**src/sv/qsmj_pkg.sv**
```systemverilog
// Shared types, constants and arithmetic helpers for the quad8 surface map unit.
`default_nettype none

package qsmj_pkg;

  // Command codes of the input channel.
  localparam logic CMD_LOAD = 1'b0;
  localparam logic CMD_EVAL = 1'b1;

  // Coordinate store geometry: eight nodes with three axes each.
  localparam int N_NODES   = 8;
  localparam int N_AXES    = 3;
  localparam int N_ENTRIES = N_NODES * N_AXES;
  localparam int ADDR_W    = $clog2(N_ENTRIES);
  localparam int COORD_W   = 32;

  // Square root and normalization widths.
  localparam int ROOT_W = 64;
  localparam int Q_FRAC = 14;
  localparam int QUO_W  = Q_FRAC + 2;

  // Sequencer states.
  typedef enum logic [3:0] {
    ST_IDLE,
    ST_INIT,
    ST_NODE,
    ST_FIN,
    ST_CROSS,
    ST_SQ,
    ST_ROOT_GO,
    ST_ROOT_RUN,
    ST_DIV_GO,
    ST_DIV_RUN,
    ST_OUT
  } state_e;

  // Where a finished product is written back in the cycle after it is issued.
  typedef enum logic [3:0] {
    D_NONE,
    D_XXM,
    D_YYM,
    D_S,
    D_DX,
    D_DY,
    D_P,
    D_TX,
    D_TY,
    D_NA,
    D_NS,
    D_SQ
  } dst_kind_e;

  typedef struct packed {
    dst_kind_e  kind;
    logic [1:0] idx;
  } dst_t;

  // Control and status of the iterative units.
  typedef struct packed {
    logic start;
  } unit_ctl_t;

  typedef struct packed {
    logic busy;
    logic done;
  } unit_sts_t;

  // Rounding shift of the shape function numerators.
  function automatic logic [4:0] shp_shift(input logic [2:0] nd);
    return nd[2] ? 5'd19 : 5'd20;
  endfunction

  // Rounding shift of the xi derivative numerators.
  function automatic logic [4:0] dxi_shift(input logic [2:0] nd);
    return nd[2] ? (nd[0] ? 5'd5 : 5'd4) : 5'd6;
  endfunction

  // Rounding shift of the eta derivative numerators.
  function automatic logic [4:0] deta_shift(input logic [2:0] nd);
    return nd[2] ? (nd[0] ? 5'd4 : 5'd5) : 5'd6;
  endfunction

  // Arithmetic shift right with rounding half away from zero; sh is at least one.
  function automatic logic signed [71:0] rnd_haz(input logic signed [71:0] v,
                                                 input logic [4:0] sh);
    logic [71:0] m;
    logic [71:0] half;
    m    = v[71] ? 72'(-v) : 72'(v);
    half = 72'd1 << (sh - 5'd1);
    m    = (m + half) >> sh;
    return v[71] ? -signed'(m) : signed'(m);
  endfunction

  // Saturation to 32 bits, either two's complement range or symmetric range.
  function automatic logic signed [31:0] sat32(input logic signed [71:0] v,
                                               input logic sym);
    logic signed [71:0] lo;
    logic signed [71:0] hi;
    hi = 72'sd2147483647;
    lo = sym ? -72'sd2147483647 : -72'sd2147483648;
    if (v < lo) begin
      return lo[31:0];
    end else if (v > hi) begin
      return hi[31:0];
    end
    return v[31:0];
  endfunction

endpackage

`default_nettype wire

```
**src/sv/qsmj_div.sv**
```systemverilog
// Bit-serial divider that forms a normal component in Q1.14 with rounding.
`default_nettype none

module qsmj_div
  import qsmj_pkg::*;
(
  input  logic                    clk_i,
  input  logic                    rst_ni,
  input  unit_ctl_t               ctl_i,
  input  logic signed [ROOT_W-1:0] num_i,
  input  logic [ROOT_W-1:0]       den_i,
  output unit_sts_t               sts_o,
  output logic signed [QUO_W-1:0] quotient_o
);

  localparam int StepW = $clog2(Q_FRAC + 2);

  logic [ROOT_W:0]    rem_q;
  logic [ROOT_W-1:0]  den_q;
  logic [QUO_W-1:0]   q_q;
  logic               neg_q;
  logic [StepW-1:0]   step_q;
  logic               busy_q;
  logic               done_q;

  logic [ROOT_W:0]   sh;
  logic [ROOT_W:0]   diff;
  logic              ge;
  logic              last;
  logic [ROOT_W-1:0] num_mag;

  assign num_mag = num_i[ROOT_W-1] ? ROOT_W'(-num_i) : ROOT_W'(num_i);

  // The first step compares the magnitude as it is; the others shift in a zero.
  assign sh   = (step_q == '0) ? rem_q : {rem_q[ROOT_W-1:0], 1'b0};
  assign diff = sh - {1'b0, den_q};
  assign ge   = sh >= {1'b0, den_q};
  assign last = step_q == StepW'(Q_FRAC + 1);

  // Step control.
  always_ff @(posedge clk_i or negedge rst_ni) begin
    if (!rst_ni) begin
      busy_q <= 1'b0;
      done_q <= 1'b0;
      step_q <= '0;
    end else begin
      done_q <= 1'b0;
      if (ctl_i.start) begin
        busy_q <= 1'b1;
        step_q <= '0;
      end else if (busy_q) begin
        step_q <= step_q + StepW'(1);
        if (last) begin
          busy_q <= 1'b0;
          done_q <= 1'b1;
        end
      end
    end
  end

  // Quotient and remainder; the last step only rounds.
  always_ff @(posedge clk_i) begin
    if (ctl_i.start) begin
      rem_q <= {1'b0, num_mag};
      den_q <= den_i;
      neg_q <= num_i[ROOT_W-1];
      q_q   <= '0;
    end else if (busy_q) begin
      rem_q <= ge ? diff : sh;
      if (last) begin
        q_q <= q_q + QUO_W'(ge);
      end else begin
        q_q <= {q_q[QUO_W-2:0], ge};
      end
    end
  end

  assign sts_o.busy = busy_q;
  assign sts_o.done = done_q;
  assign quotient_o = neg_q ? -signed'(q_q) : signed'(q_q);

endmodule

`default_nettype wire

```
**config.mk**
```make
export PLATFORM = sky130hd
export DESIGN_NAME = qsmj_div
export DESIGN_NICKNAME = d
export VERILOG_FILES = /design/src/sv/qsmj_pkg.sv /design/src/sv/qsmj_div.sv
export SDC_FILE = /design/constraint.sdc
export NUM_CORES = 1
export LEC_CHECK = 0
export BUFFER_PORTS_ARGS = -buffer_cell sky130_fd_sc_hd__buf_2
export CAP_MARGIN = 20
export CORE_ASPECT_RATIO = 1.75
export CORE_MARGIN = 1
export CORE_UTILIZATION = 40
export CTS_CLUSTER_SIZE = 20
export DETAILED_ROUTE_END_ITERATION = 8
export GPL_TIMING_DRIVEN = 1
export PLACE_DENSITY = 0.71
export REMOVE_ABC_BUFFERS = 1
export SLEW_MARGIN = 20
export SYNTH_ARGS = -nofsm -noshare
export SYNTH_HDL_FRONTEND = slang
export SYNTH_SLANG_ARGS = --single-unit
```
**constraint.sdc**
```tcl
create_clock -name clk_i -period 5.45 [get_ports clk_i]
set_input_delay 1.09 -clock clk_i [delete_from_list [all_inputs] [get_ports clk_i]]
set_output_delay 1.09 -clock clk_i [all_outputs]
set_load 0.01 [all_outputs]
```
# Word-level counts from Yosys, hierarchy flattened
# Cells that the tools add are included.
op_classes:
  mux: 15
  eq_ne: 1
  reduce_logical: 2
  order_cmp: 1
  n_addsub: 5
ops:
  columns: ["cell", "count"]
  rows:
  - ["64-bit 2-to-1 mux", 3]
  - ["65-bit 2-to-1 mux", 2]
  - ["65-bit by 64-bit greater-or-equal comparator with 1-bit output", 1]
  - ["65-bit by 64-bit subtractor with 65-bit output", 1]
  - ["64-bit negator", 1]
  - ["16-bit 2-to-1 mux", 2]
  - ["16-bit by 1-bit adder with 16-bit output", 1]
  - ["16-bit negator", 1]
  - ["4-bit 2-to-1 mux", 2]
  - ["1-bit 2-to-1 mux", 6]
  - ["4-bit by 1-bit adder with 4-bit output, second input constant", 1]
  - ["4-bit equality test, second input constant", 1]
  - ["4-bit logical NOT", 1]
  - ["2-bit nonzero test", 1]
totals:
  out_inout_bits: 18
  input_bits: 131
  wordCells: 32
  reg_bits: 152

# Logic depth before layout (Yosys ltp)
# Gate-level depths: netlist (run 1).
depth:
  word_depth: 6
  ltp_mapped: 28
  depth_no_buf: 24

# Worst setup path after synthesis (run 1)
# OpenSTA, ideal clock, no wires.
synth_timing:
  path_type: "register to register"
  from: "register step_q[0]"
  to: "register q_q[12]"
  required_time_ns: 5.322
  n_path_buf: 4
  arrival_ns: 5.680
  path_stages_with_launch: 28
  setup_ns: 0.128
  period_less_slack_ns: 5.808
  slack_ns: -0.358
  cell_sequence: "dfrtp_1 > inv_1 > ha_1 > nor3b_1 > clkbuf_1 > clkbuf_1 > mux2_2 > ha_1 > clkbuf_1 > nand4_1 > or3_1 > nor2_1 > nand2_1 > a211o_1 > a21o_1 > a31oi_1 > nor2_1 > clkinv_1 > clkbuf_1 > ha_1 > ha_1 > nand2_1 > nor2_1 > nand2_1 > or2_2 > a22o_1 > a22oi_1 > nor2_1"
synth_via:
  elab_chain_cells: 5
  elab_cells_between_ends: 6
  cone_classes: "1 x add/sub; 1 x order compare; 1 x eq/ne; 2 x mux; 1 x reduce/logical"
synth_rtl:
  columns: ["item", "line_no", "text"]
  rows:
  - ["from (decl)", "qsmj_div.sv:22", "logic [StepW-1:0] step_q;"]
  - ["from (signal assigned)", "qsmj_div.sv:52", "step_q <= step_q + StepW'(1);"]
  - ["4-bit logical NOT", "qsmj_div.sv:35", "assign sh = (step_q == '0) ? rem_q : {rem_q[ROOT_W-1:0], 1'b0};"]
  - ["65-bit 2-to-1 mux", "qsmj_div.sv:35", null]
  - ["65-bit by 64-bit greater-or-equal comparator with 1-bit output", "qsmj_div.sv:37", "assign ge = sh >= {1'b0, den_q};"]
  - ["16-bit by 1-bit adder with 16-bit output", "qsmj_div.sv:71", "q_q <= q_q + QUO_W'(ge);"]
  - ["16-bit 2-to-1 mux (*)", "qsmj_div.sv:70", "if (last) begin"]
  - ["to (signal assigned)", "qsmj_div.sv:71", null]
  - ["to (signal assigned)", "qsmj_div.sv:73", "q_q <= {q_q[QUO_W-2:0], ge};"]
  - ["to (decl)", "qsmj_div.sv:20", "logic [QUO_W-1:0] q_q;"]
# Mark *: on every way between the ends. The rest lies on a longest branch, timed or not.
# A chain may end at the register's enable or synchronous reset.

# Final worst setup path (run 1)
layout_timing:
  from: "register step_q[1]"
  to: "register q_q[12]"
# The elaborated chain is that of the path after synthesis.

==> reports/results.ini, run 1 <==
[yosys]
syn_area_sq_mm = 0.0130
syn-instance-count = 1477
synth_seq_area_share = 0.337
yosys_warnings = 0
ys_dominant_reg_cell = edfxtp_1
synth_edf_count = 129
ys_types = 78
ys_ff_latch = 152
synth.avg_cell_area_sq_um = 8.78
async_flop_share = 0.0395

[timing]
fin_crit_ns = 5.19
tightest_slew_ns = 0.879
period_share = 0.953
drv_slew = 0
relSlewSlack = 0.414
hold_violations = 0
setup_viol = 0
fin_skew_ns = 0.0190
max_freq_mhz = 193

[route]
post_drt_via_cell_ratio = 5.94
wirelength_um = 39400
ant_nets = 0
wl_per_cell_um = 19.4
drt-initial-drc-count = 860
dr.pass1.iters = 5
vias = 12100
drc = 0

[cells_and_area]
final_common_cell = buf_2
antenna_cells = 0
final_cell_area_sq_mm = 0.0151
layout.nets = 1823
finish.utilization = 0.478
areaGrowthSynthToFinish_pct = 16.6
final_cell_mix = buf_2, nand2_1, a21oi_1, edfxtp_1, inv_1
layout-drive-gt1-share = 0.219

[clocking]
cts_tree = done
clock-root-buffer = clkbuf_16
cts_buffers = 17
clock_path_buffers = 2
cts_sinks = 152
path_clk_slew_ns = 0.07
clock_latency_ns = 0.47
htree_levels = 4
hold_buffers = 0

[floorplan]
die_h_um = 240
die-area_sq_mm = 0.0332
core.rowCount = 86
start_util = 0.410
die-width_um = 138
io_pins = 149
coreArea_sq_mm = 0.0316

[setup_path]
start_kind = flop
path_common_cell = ha_1
reg2reg_slack_ns = 0.26
critPathCaptureType = flop
crit_arrival_ns = 5.53
path_class = reg -> reg
critical-path-max-stage-delay_ns = 0.42
crit_buf_inv = 6
cp_slowest_cell = dfrtp_1
critPathMaxFanout = 16
critical-path-top-delay-family = compound AO/OA/AOI/OAI gates
cp.required_ns = 5.78
timing.rr.start = step_q[1]
startpoint = step_q[1]

[global_routing]
grt_overflow = 0
grt_pass1_vias = 12000
grt_max_degree = 111
grt_util_all_layers = 0.234
grt_pass1_wl_um = 61200
antenna_found_initial = 0

[flow_run]
max_cap_viol_count = 0

[pwr]
seqPwrFrac = 0.217
clkPwrFrac = 0.154
sw_frac_of_total = 0.445
leakage_nw = 6.37
power_density_mw_per_mm2 = 560
intPower_mw = 4.70
ir_drop_mv = 0.321
combPwrFrac = 0.629
switching_power_mw = 3.76

[outcome]
outcome = complete, no violations

[placement]
dpl_cell_area_sq_mm = 0.0143
port_buffers = 148
dp_hpwl_um = 29400
routabilityCongestion = 0.974

[hold_path]
hp-class = in -> async

==> cells in the mapped netlist (11+ instances only) <==
master / instances / share of area
nand2_1: 145 / 0.042
a21oi_1: 134 / 0.052
edfxtp_1: 129 / 0.30
inv_1: 90 / 0.026
o21ai_0: 88 / 0.034
xor2_1: 79 / 0.053
clkbuf_1: 73 / 0.021
nor2_1: 71 / 0.021
ha_1: 70 / 0.068
mux2_2: 64 / 0.056
a22oi_1: 62 / 0.036
xnor2_1: 47 / 0.032
a21o_1: 43 / 0.025
nand3_1: 30 / 0.012
nor3_1: 29 / 0.011
o31ai_1: 28 / 0.016
nand4_1: 22 / 0.011
or3_1: 19 / 0.0092
o21bai_1: 18 / 0.010
dfxtp_1: 17 / 0.026
a31oi_1: 11 / 0.0053
and3_1: 11 / 0.0053
buf_1: 11 / 0.0032
==> cell families (layout without fill, tap and decap cells) <==
family,Yosys count,in the layout,synth area share
AOI/OAI and AO/OA,473,473,0.239
and+or+nand+nor,401,401,0.154
buffers and inverters,183,339,0.0548
DFF,152,152,0.337
xor gates and xnor gates,126,126,0.0851
adders and majority gates,71,71,0.0691
muxes,71,71,0.0610
==> per-layer routing <==
| metal | up-vias | wire length (um) | GRT usage | share of wire |
|---|---|---|---|---|
| met5 | - | 0 | 0 | 0 |
| met4 | 0 | 2460 | 0.148 | 0.062 |
| met3 | 151 | 1740 | 0.0325 | 0.044 |
| met2 | 411 | 21000 | 0.440 | 0.53 |
| met1 | 5740 | 14300 | 0.241 | 0.36 |
| li1 | 5748 | - | - | - |
==> state kept, by name (all words and copies together), names as in the netlist <==
register	count
den_q	64
neg_q	1
busy_q	1
done_q	1
step_q	4
rem_q	65
q_q	16
==> final timing paths <==
kind                             end  cells after the start
max reg2reg                  q_q[12]                     27
max                          q_q[12]                     27
max in group asynchronous  step_q[1]                      1
min in group clk_i         rem_q[64]                      2
min                           busy_q                      1
min reg2reg                rem_q[64]                      2
==> repair_timing <==
item                       4_1_cts  5_1_grt
buffers inserted                 0        7
setup endpoints to repair        0        6
resized for setup                0       24
hold endpoints to repair         0        0
==> stage by stage <==
step	setup slack (ns)	TNS [ns]	hold slack (ns)	std cells	total power, mW
final	0.256	0	0.441	2029	8.46
after global routing	-0.0247	-0.0247	0.437	2029	9.06
after CTS	0.0607	0	0.420	2020	8.34
after detailed placement	0.102	0	0.489	1989	7.00
after global placement	0.228	0	0.478	1989	6.93
after floorplan	-8.06	-557.44	0.456	1385	5.48
==> power groups by stage <==
stage / registers [mW] / clock network (mW) / logic (mW)
global route: 1.86 / 1.36 / 5.84
detailed placement: 1.85 / 0 / 5.15
floorplan: 1.77 / 0 / 3.70
global placement: 1.84 / 0 / 5.09
finish: 1.84 / 1.30 / 5.32
CTS: 1.82 / 1.33 / 5.19
==> final cells by class <==
cell class,count,area [sq um]
Sequential cell,152,4360
Clock inverter,13,194
Tap cell,396,495
Inverter,91,342
Multi-Input combinational cell,1142,7970
Clock buffer,18,429
Fill cell,3039,16500
Timing Repair Buffer,217,1320
==> worst reg2reg max path, cell delays in order (launching register included) <==
cell	delay [ns]
dfrtp_1	0.42
inv_1	0.07
ha_1	0.14
nor3b_4	0.30
buf_6	0.17
buf_12	0.19
mux2_2	0.37
ha_1	0.34
buf_4	0.16
a21oi_1	0.10
o21ai_0	0.11
and2_1	0.18
o21ai_0	0.09
buf_4	0.16
a211o_1	0.28
a21o_1	0.22
a31oi_4	0.16
nor2_4	0.04
clkinv_1	0.08
ha_1	0.18
ha_2	0.20
nand2_1	0.10
nor2_2	0.16
nand2_2	0.11
or2_4	0.29
a22o_1	0.24
a22oi_1	0.18
nor2_1	0.06
No activity file was read; power rests on OpenSTA's default activity.
==> inputs of run 2 (changes only) <==
--- a/config.mk
+++ b/config.mk
@@ -5,6 +5,7 @@
 export SDC_FILE = /design/constraint.sdc
 export NUM_CORES = 1
 export LEC_CHECK = 0
+export ABC_AREA = 1
 export BUFFER_PORTS_ARGS = -buffer_cell sky130_fd_sc_hd__buf_2
 export CAP_MARGIN = 20
 export CORE_ASPECT_RATIO = 1.75
@@ -13,7 +14,7 @@
 export CTS_CLUSTER_SIZE = 20
 export DETAILED_ROUTE_END_ITERATION = 8
 export GPL_TIMING_DRIVEN = 1
-export PLACE_DENSITY = 0.71
+export PLACE_DENSITY = 0.7
 export REMOVE_ABC_BUFFERS = 1
 export SLEW_MARGIN = 20
 export SYNTH_ARGS = -nofsm -noshare
==> run 2 against run 1 <==
Sequential share of layout area fell by 5.5 points. Via count increased by 51%. Sequential cell count unchanged. Critical path depth shrank 4. Clock skew fell by 0.0058 ns. Area after synthesis is 30% higher. First-iteration DRC count increased by 57%. Maximum frequency grew 4.1%. Count of clock-buffer cells in the layout decreased by 1. Synthesized cell count up 95%. Hold slack better by 0.0042 ns. Design area rose by 23%.
==> reports/results.ini, run 2 <==
[route]
drc = 0  ; unchanged
drt-initial-drc-count = 1351  ; was 860
wl_per_cell_um = 19.4  ; about the same
ant_nets = 0  ; unchanged
wirelength_um = 69200  ; was 39400 um
dr.pass1.iters = 6  ; was 5
post_drt_via_cell_ratio = 5.10  ; was 5.94
vias = 18100  ; was 12.1k

[yosys]
synth.most_common_cell = nand2_1  ; unchanged
synth_top_area_share = 0.236  ; was 0.299
yosys_warnings = 0  ; unchanged
synth_seq_area_share = 0.259  ; was 0.337
synth_area_leader_cell = nand2_1  ; was edfxtp_1
synth.avg_cell_area_sq_um = 5.84  ; was 8.78 sq um
synth_area_leaders = nand2_1, edfxtp_1, inv_1  ; was edfxtp_1, ha_1, mux2_2
ys_dominant_reg_cell = edfxtp_1  ; unchanged
syn-instance-count = 2879  ; was 1477
syn_area_sq_mm = 0.0168  ; was 0.0130 sq mm
ys_ff_latch = 152  ; unchanged
synth_edf_count = 129  ; unchanged
ys_top_cells_by_count = nand2_1, inv_1, nor2_1  ; was nand2_1, a21oi_1, edfxtp_1
async_flop_share = 0.0395  ; unchanged
ys_types = 45  ; was 78

[pwr]
ir_drop_mv = 0.301  ; was 0.321 mV
power_density_mw_per_mm2 = 489  ; was 560 mW/mm^2
leakage_nw = 10.2  ; was 6.37 nW
power.total_mw = 9.13  ; was 8.46 mW

[placement]
port_buffers = 148  ; unchanged
routabilityCongestion = 1.07  ; was 0.974
dp_slack_ns = 0.535  ; was 0.102 ns
dp_hpwl_um = 56300  ; was 29400 um
dpl.cell_count = 3528  ; was 1989

[cells_and_area]
regArea_sq_mm = 0.00436  ; unchanged
antenna_cells = 0  ; unchanged
largest_register_ffs = 65  ; unchanged
layout-drive-gt1-share = 0.0795  ; was 0.219
fill_cells = 4706  ; was 3039
max_flop_register = rem_q  ; unchanged
reg.largest.list = rem_q: 65 flops, den_q: 64 flops, q_q: 16 flops  ; unchanged
final_cell_mix = nand2_1, inv_1, nor2_1, nand3_1, buf_2  ; was buf_2, nand2_1, a21oi_1, edfxtp_1, inv_1
areaGrowthSynthToFinish_pct = 10.9  ; was 16.6%
layout.nets = 3194  ; was 1823
fin_cells = 3560  ; was 2029
multi_input_area_sq_mm = 0.00976  ; was 0.00797 sq mm
final_common_cell = nand2_1  ; was buf_2

[outcome]
outcome = complete, no violations  ; unchanged

[clocking]
cts-resized-gates = 0  ; unchanged
clock-root-buffer = clkbuf_16  ; unchanged
cts_sinks = 152  ; unchanged
htree_levels = 4  ; unchanged
hold_buffers = 0  ; unchanged
clock_latency_ns = 0.48  ; was 0.47 ns
cts_tree = done  ; unchanged
cts_setup_buffers = 0  ; unchanged
clock_path_buffers = 2  ; unchanged
cts_buffers = 17  ; unchanged
path_clk_slew_ns = 0.08  ; was 0.07 ns

[global_routing]
grt_overflow = 0  ; unchanged
grt_pass1_vias = 17700  ; was 12.0k
grt_pass1_wl_um = 103000  ; was 61200 um
grt_util_all_layers = 0.329  ; was 0.234
antenna_found_initial = 0  ; unchanged
grt_max_degree = 73  ; was 111

[floorplan]
core.rowCount = 99  ; was 86
die-area_sq_mm = 0.0429  ; was 0.0332 sq mm
die-width_um = 157  ; was 138 um
io_pins = 149  ; unchanged
die_h_um = 273  ; was 240 um
start_util = 0.404  ; was 0.410
coreArea_sq_mm = 0.0416  ; was 0.0316 sq mm

[timing]
setup_tns_ns = 0  ; unchanged
drv_slew = 0  ; unchanged
fin_skew_ns = 0.0131  ; was 0.0190 ns
tightest_slew_ns = 0.997  ; was 0.879 ns
rsz0062_at_grt = no
period_share = 0.916  ; was 0.953
hold_violations = 0  ; unchanged
setup_viol = 0  ; unchanged
worst_slack_ns = 0.458  ; was 0.256 ns
max_freq_mhz = 200  ; was 193 MHz
relSlewSlack = 0.329  ; was 0.414
fin_crit_ns = 4.99  ; was 5.19 ns

[setup_path]
start_kind = flop  ; unchanged
crit_arrival_ns = 5.40  ; was 5.53 ns
path_class = reg -> reg  ; unchanged
timing.rr.start = step_q[0]  ; was step_q[1]
critPathCaptureType = flop  ; unchanged
critPathMaxFanout = 33  ; was 16
startpoint = step_q[0]  ; was step_q[1]
cp.required_ns = 5.86  ; was 5.78 ns

[hold_path]
hp-class = in -> async  ; unchanged

[flow_run]
max_cap_viol_count = 0  ; unchanged

-- run 2: through the flow --
step	area, sq um	utilization	hold slack (ns)
finish	18700	0.448	0.445
global route	18700	0.448	0.448
CTS	18700	0.448	0.441
detailed placement	18000	0.434	0.538
global placement	18000	0.434	0.530
floorplan	16500	-	0.475
-- run 2: area by class of cell --
type	count	area share
multi-input combinational	2025	0.523
sequential	152	0.234
inverter	631	0.127
timing repair buffer	165	0.0467
tap	555	0.0372
clock buffer	17	0.0228
clock inverter	15	0.00986
-- run 2: path summary, 6_finish.rpt --
check	end	slack, ns	cells after the start
hold reg to reg	q_q[1]	0.55	2
min in group clk_i	q_q[1]	0.55	2
setup / recovery	q_q[14]	0.46	23
setup reg to reg	q_q[14]	0.46	23
max in group asynchronous	step_q[3]	4.83	1
hold / removal	busy_q	0.45	1
-- run 2: critical path, cell delays in order, from the launching register on --
cell and delay, ns:
dfrtp_1 0.39, inv_1 0.08, ha_1 0.26, nand2_4 0.29, buf_4 0.42, mux2_2 0.40, ha_1 0.37, nand2_1 0.13
nor2_1 0.24, nand2_1 0.22, nor3_1 0.27, nand2_2 0.09, nand3_2 0.08, ha_1 0.17, ha_1 0.17, nand2_1 0.09
nor3_1 0.26, inv_1 0.08, nor2_2 0.15, nand2_1 0.13, nor4_1 0.24, xor2_1 0.18, nand2_1 0.06, a21oi_1 0.13
-- run 2: layer usage --
metal / wire length [um] / share of wire / GRT usage
met5: 0 / 0 / 0
met3: 3390 / 0.049 / 0.0470
met1: 24000 / 0.35 / 0.322
met2: 34800 / 0.50 / 0.591
met4: 7070 / 0.10 / 0.302
-- run 2: report_power, final --
part,internal [mW],switching [mW]
clock network,0.697,0.627
registers,1.64,0.176
logic,1.90,4.09
total,4.24,4.90
-- run 2: cell families (layout without fill, tap and decap cells) --
| family | Yosys count | in the layout | synth area share |
|---|---|---|---|
| buffers and inverters | 702 | 828 | 0.162 |
| xor gates and xnor gates | 83 | 83 | 0.0432 |
| muxes | 12 | 12 | 0.00803 |
| and+or+nand+nor | 1655 | 1655 | 0.410 |
| DFF | 152 | 152 | 0.259 |
| adders and majority gates | 71 | 71 | 0.0532 |
| AOI/OAI and AO/OA | 204 | 204 | 0.0642 |
==> inputs of run 3 (changes only) <==
--- a/config.mk
+++ b/config.mk
@@ -13,7 +13,7 @@
 export CORE_UTILIZATION = 40
 export CTS_CLUSTER_SIZE = 20
 export DETAILED_ROUTE_END_ITERATION = 8
-export GPL_TIMING_DRIVEN = 1
+export GPL_TIMING_DRIVEN = 0
 export PLACE_DENSITY = 0.7
 export REMOVE_ABC_BUFFERS = 1
 export SLEW_MARGIN = 20
==> run 3 against run 2 <==
Register-to-register slack got worse by 0.27 ns. Critical endpoint unchanged. Highest routed layer unchanged. Critical path depth increased by 4. First-iteration DRC count decreased by 7.1%. Maximum frequency decreased by 5.2%. Die area unchanged. Via count increased by 1.6%. Critical path type unchanged. Sequential share of layout area decreased by 0.46 points. Combinational power increased by 4.5%. Power increased by 2.4%.
==> reports/results.ini, run 3 (same netlist as run 2, synthesis figures left out) <==
[placement]
dp_hpwl_um = 53500  ; was 56300 um
port_buffers = 148  ; unchanged
dpl.cell_count = 3519  ; was 3528
routabilityCongestion = 1.07  ; about the same

[setup_path]
start_kind = flop  ; unchanged
critical-path-max-stage-delay_ns = 0.47  ; was 0.42 ns
crit_buf_inv = 5  ; was 3
startpoint = step_q[0]  ; unchanged
r2r_end = q_q[14]  ; unchanged
cp.depth = 27  ; was 23
worstSetupEndpoint = q_q[14]  ; unchanged
path_class = reg -> reg  ; unchanged
path_common_cell = nand2_1  ; unchanged
ff2ff_path_depth = 27  ; was 23
cp.required_ns = 5.86  ; about the same
reg2reg_slack_ns = 0.19  ; was 0.46 ns
critPathMaxFanout = 42  ; was 33
timing.rr.start = step_q[0]  ; unchanged
cp_slowest_cell = ha_1  ; was buf_4
crit_arrival_ns = 5.67  ; was 5.40 ns
critical-path-top-delay-family = simple AND/OR/NAND/NOR gates  ; unchanged
critPathCaptureType = flop  ; unchanged

[pwr]
power_density_mw_per_mm2 = 492  ; was 489 mW/mm^2
ir_drop_mv = 0.264  ; was 0.301 mV
seqPwrFrac = 0.191  ; was 0.199
combPwrFrac = 0.669  ; was 0.656
power.total_mw = 9.36  ; was 9.13 mW
intPower_mw = 4.34  ; was 4.24 mW
clkPwrFrac = 0.140  ; was 0.145
sw_frac_of_total = 0.536  ; about the same
switching_power_mw = 5.01  ; was 4.90 mW
leakage_nw = 10.4  ; was 10.2 nW

[route]
wirelength_um = 67800  ; was 69200 um
drc = 0  ; unchanged
drt-initial-drc-count = 1255  ; was 1351
post_drt_via_cell_ratio = 5.16  ; was 5.10
dr.pass1.iters = 5  ; was 6
wl_per_cell_um = 19.0  ; was 19.4 um
vias = 18400  ; was 18.1k
ant_nets = 0  ; unchanged

[cells_and_area]
multi_input_area_sq_mm = 0.00992  ; was 0.00976 sq mm
largest_register_ffs = 65  ; unchanged
fill_cells = 4683  ; was 4706
areaGrowthSynthToFinish_pct = 13.1  ; was 10.9%
fin_cells = 3569  ; was 3560
layout-drive-gt1-share = 0.0867  ; was 0.0795
final_cell_mix = nand2_1, inv_1, nor2_1, nand3_1, buf_2  ; unchanged
final_common_cell = nand2_1  ; unchanged
max_flop_register = rem_q  ; unchanged
reg.largest.list = rem_q: 65 flops, den_q: 64 flops, q_q: 16 flops  ; unchanged
regArea_sq_mm = 0.00436  ; unchanged
layout.nets = 3201  ; was 3194

[timing]
setup_viol = 0  ; unchanged
fin_crit_ns = 5.26  ; was 4.99 ns
hold_violations = 0  ; unchanged
fin_skew_ns = 0.0226  ; was 0.0131 ns
period_share = 0.966  ; was 0.916
relSlewSlack = 0.265  ; was 0.329
drv_slew = 0  ; unchanged
tightest_slew_ns = 1.09  ; was 0.997 ns
max_freq_mhz = 190  ; was 200 MHz

[hold_path]
hp-class = in -> async  ; unchanged

[flow_run]
max_cap_viol_count = 0  ; unchanged

[clocking]
htree_levels = 4  ; unchanged
clock-root-buffer = clkbuf_16  ; unchanged
cts_sinks = 152  ; unchanged
path_clk_slew_ns = 0.08  ; about the same
clock_path_buffers = 2  ; unchanged
cts_buffers = 17  ; unchanged
hold_buffers = 0  ; unchanged
clock_latency_ns = 0.49  ; was 0.48 ns
cts_tree = done  ; unchanged

[global_routing]
grt_util_all_layers = 0.319  ; was 0.329
grt_pass1_wl_um = 100000  ; was 103000 um
grt_overflow = 0  ; unchanged
antenna_found_initial = 2  ; was 0
grt_pass1_vias = 17700  ; about the same
grt_max_degree = 82  ; was 73

[floorplan]
io_pins = 149  ; unchanged
coreArea_sq_mm = 0.0416  ; unchanged
die-width_um = 157  ; unchanged
die_h_um = 273  ; unchanged
die-area_sq_mm = 0.0429  ; unchanged
start_util = 0.404  ; unchanged
core.rowCount = 99  ; unchanged

[outcome]
outcome = complete, no violations  ; unchanged

==> run 3: what timing repair did <==
item,4_1_cts,5_1_grt
gates resized for setup,17,11
endpoints found under the setup margin,16,7
buffers inserted,2,10
pin swaps,2,6
gates cloned,2,2
==> run 3: worst reg2reg max path, delay by kind of cell (launching register included) <==
| family | cells | cell delay (ns) |
|---|---|---|
| AND/OR/NAND/NOR | 15 | 2.50 |
| AO/OA/AOI/OAI | 2 | 0.30 |
| buffers and inverters | 5 | 0.80 |
| flip-flops | 1 | 0.41 |
| adder cells (fa/ha/maj) | 4 | 1.01 |
| XOR/XNOR | 1 | 0.17 |
==> run 3: stage by stage <==
stage / utilization / TNS [ns] / area (sq um) / setup WS, ns / hold WS (ns)
after detailed placement: 0.436 / -8.98 / 18100 / -1.21 / 0.508
after floorplan: - / -49.03 / 16500 / -1.45 / 0.475
after global placement: 0.430 / -411.66 / 17900 / -5.51 / 0.506
after global routing: 0.457 / -0.00770 / 19000 / -0.00770 / 0.445
final: 0.457 / 0 / 19000 / 0.187 / 0.433
after CTS: 0.454 / 0 / 18900 / 0.0385 / 0.431
==> run 3: cell type report <==
cell class	instances	share of cell area
multi-input cells	2028	0.521
diodes	2	0.000263
flip-flops and latches	152	0.229
clock inverters	13	0.00769
repair buffers	169	0.0554
inverters	631	0.125
clock buffers	19	0.0250
well taps	555	0.0365
==> run 3: routing by layer <==
metal  track usage  share of wire  up-vias
li1              -              -     9183
met1         0.309           0.35     8314
met4         0.286           0.10        0
met2         0.576           0.50      698
met5             0              0        -
met3        0.0516          0.054      237
==> run 3: power by group through the flow <==
stage / Combinational [mW] / Clock [mW] / Sequential (mW)
floorplan: 4.11 / 0 / 1.76
global placement: 5.80 / 0 / 1.80
detailed placement: 5.92 / 0 / 1.81
CTS: 6.02 / 1.32 / 1.78
global route: 6.93 / 1.35 / 1.82
finish: 6.26 / 1.31 / 1.79
==> run 3: worst min-delay path by stage <==
| stage | slack [ns] | to | startpoint |
|---|---|---|---|
| final | 0.43 | busy_q | rst_ni |
| after global routing | 0.45 | step_q[1] | rst_ni |
| after CTS | 0.43 | done_q | rst_ni |
| after detailed placement | 0.51 | q_q[4] | q_q[3] |
| after global placement | 0.51 | q_q[4] | q_q[3] |
| after floorplan | 0.48 | q_q[4] | q_q[3] |
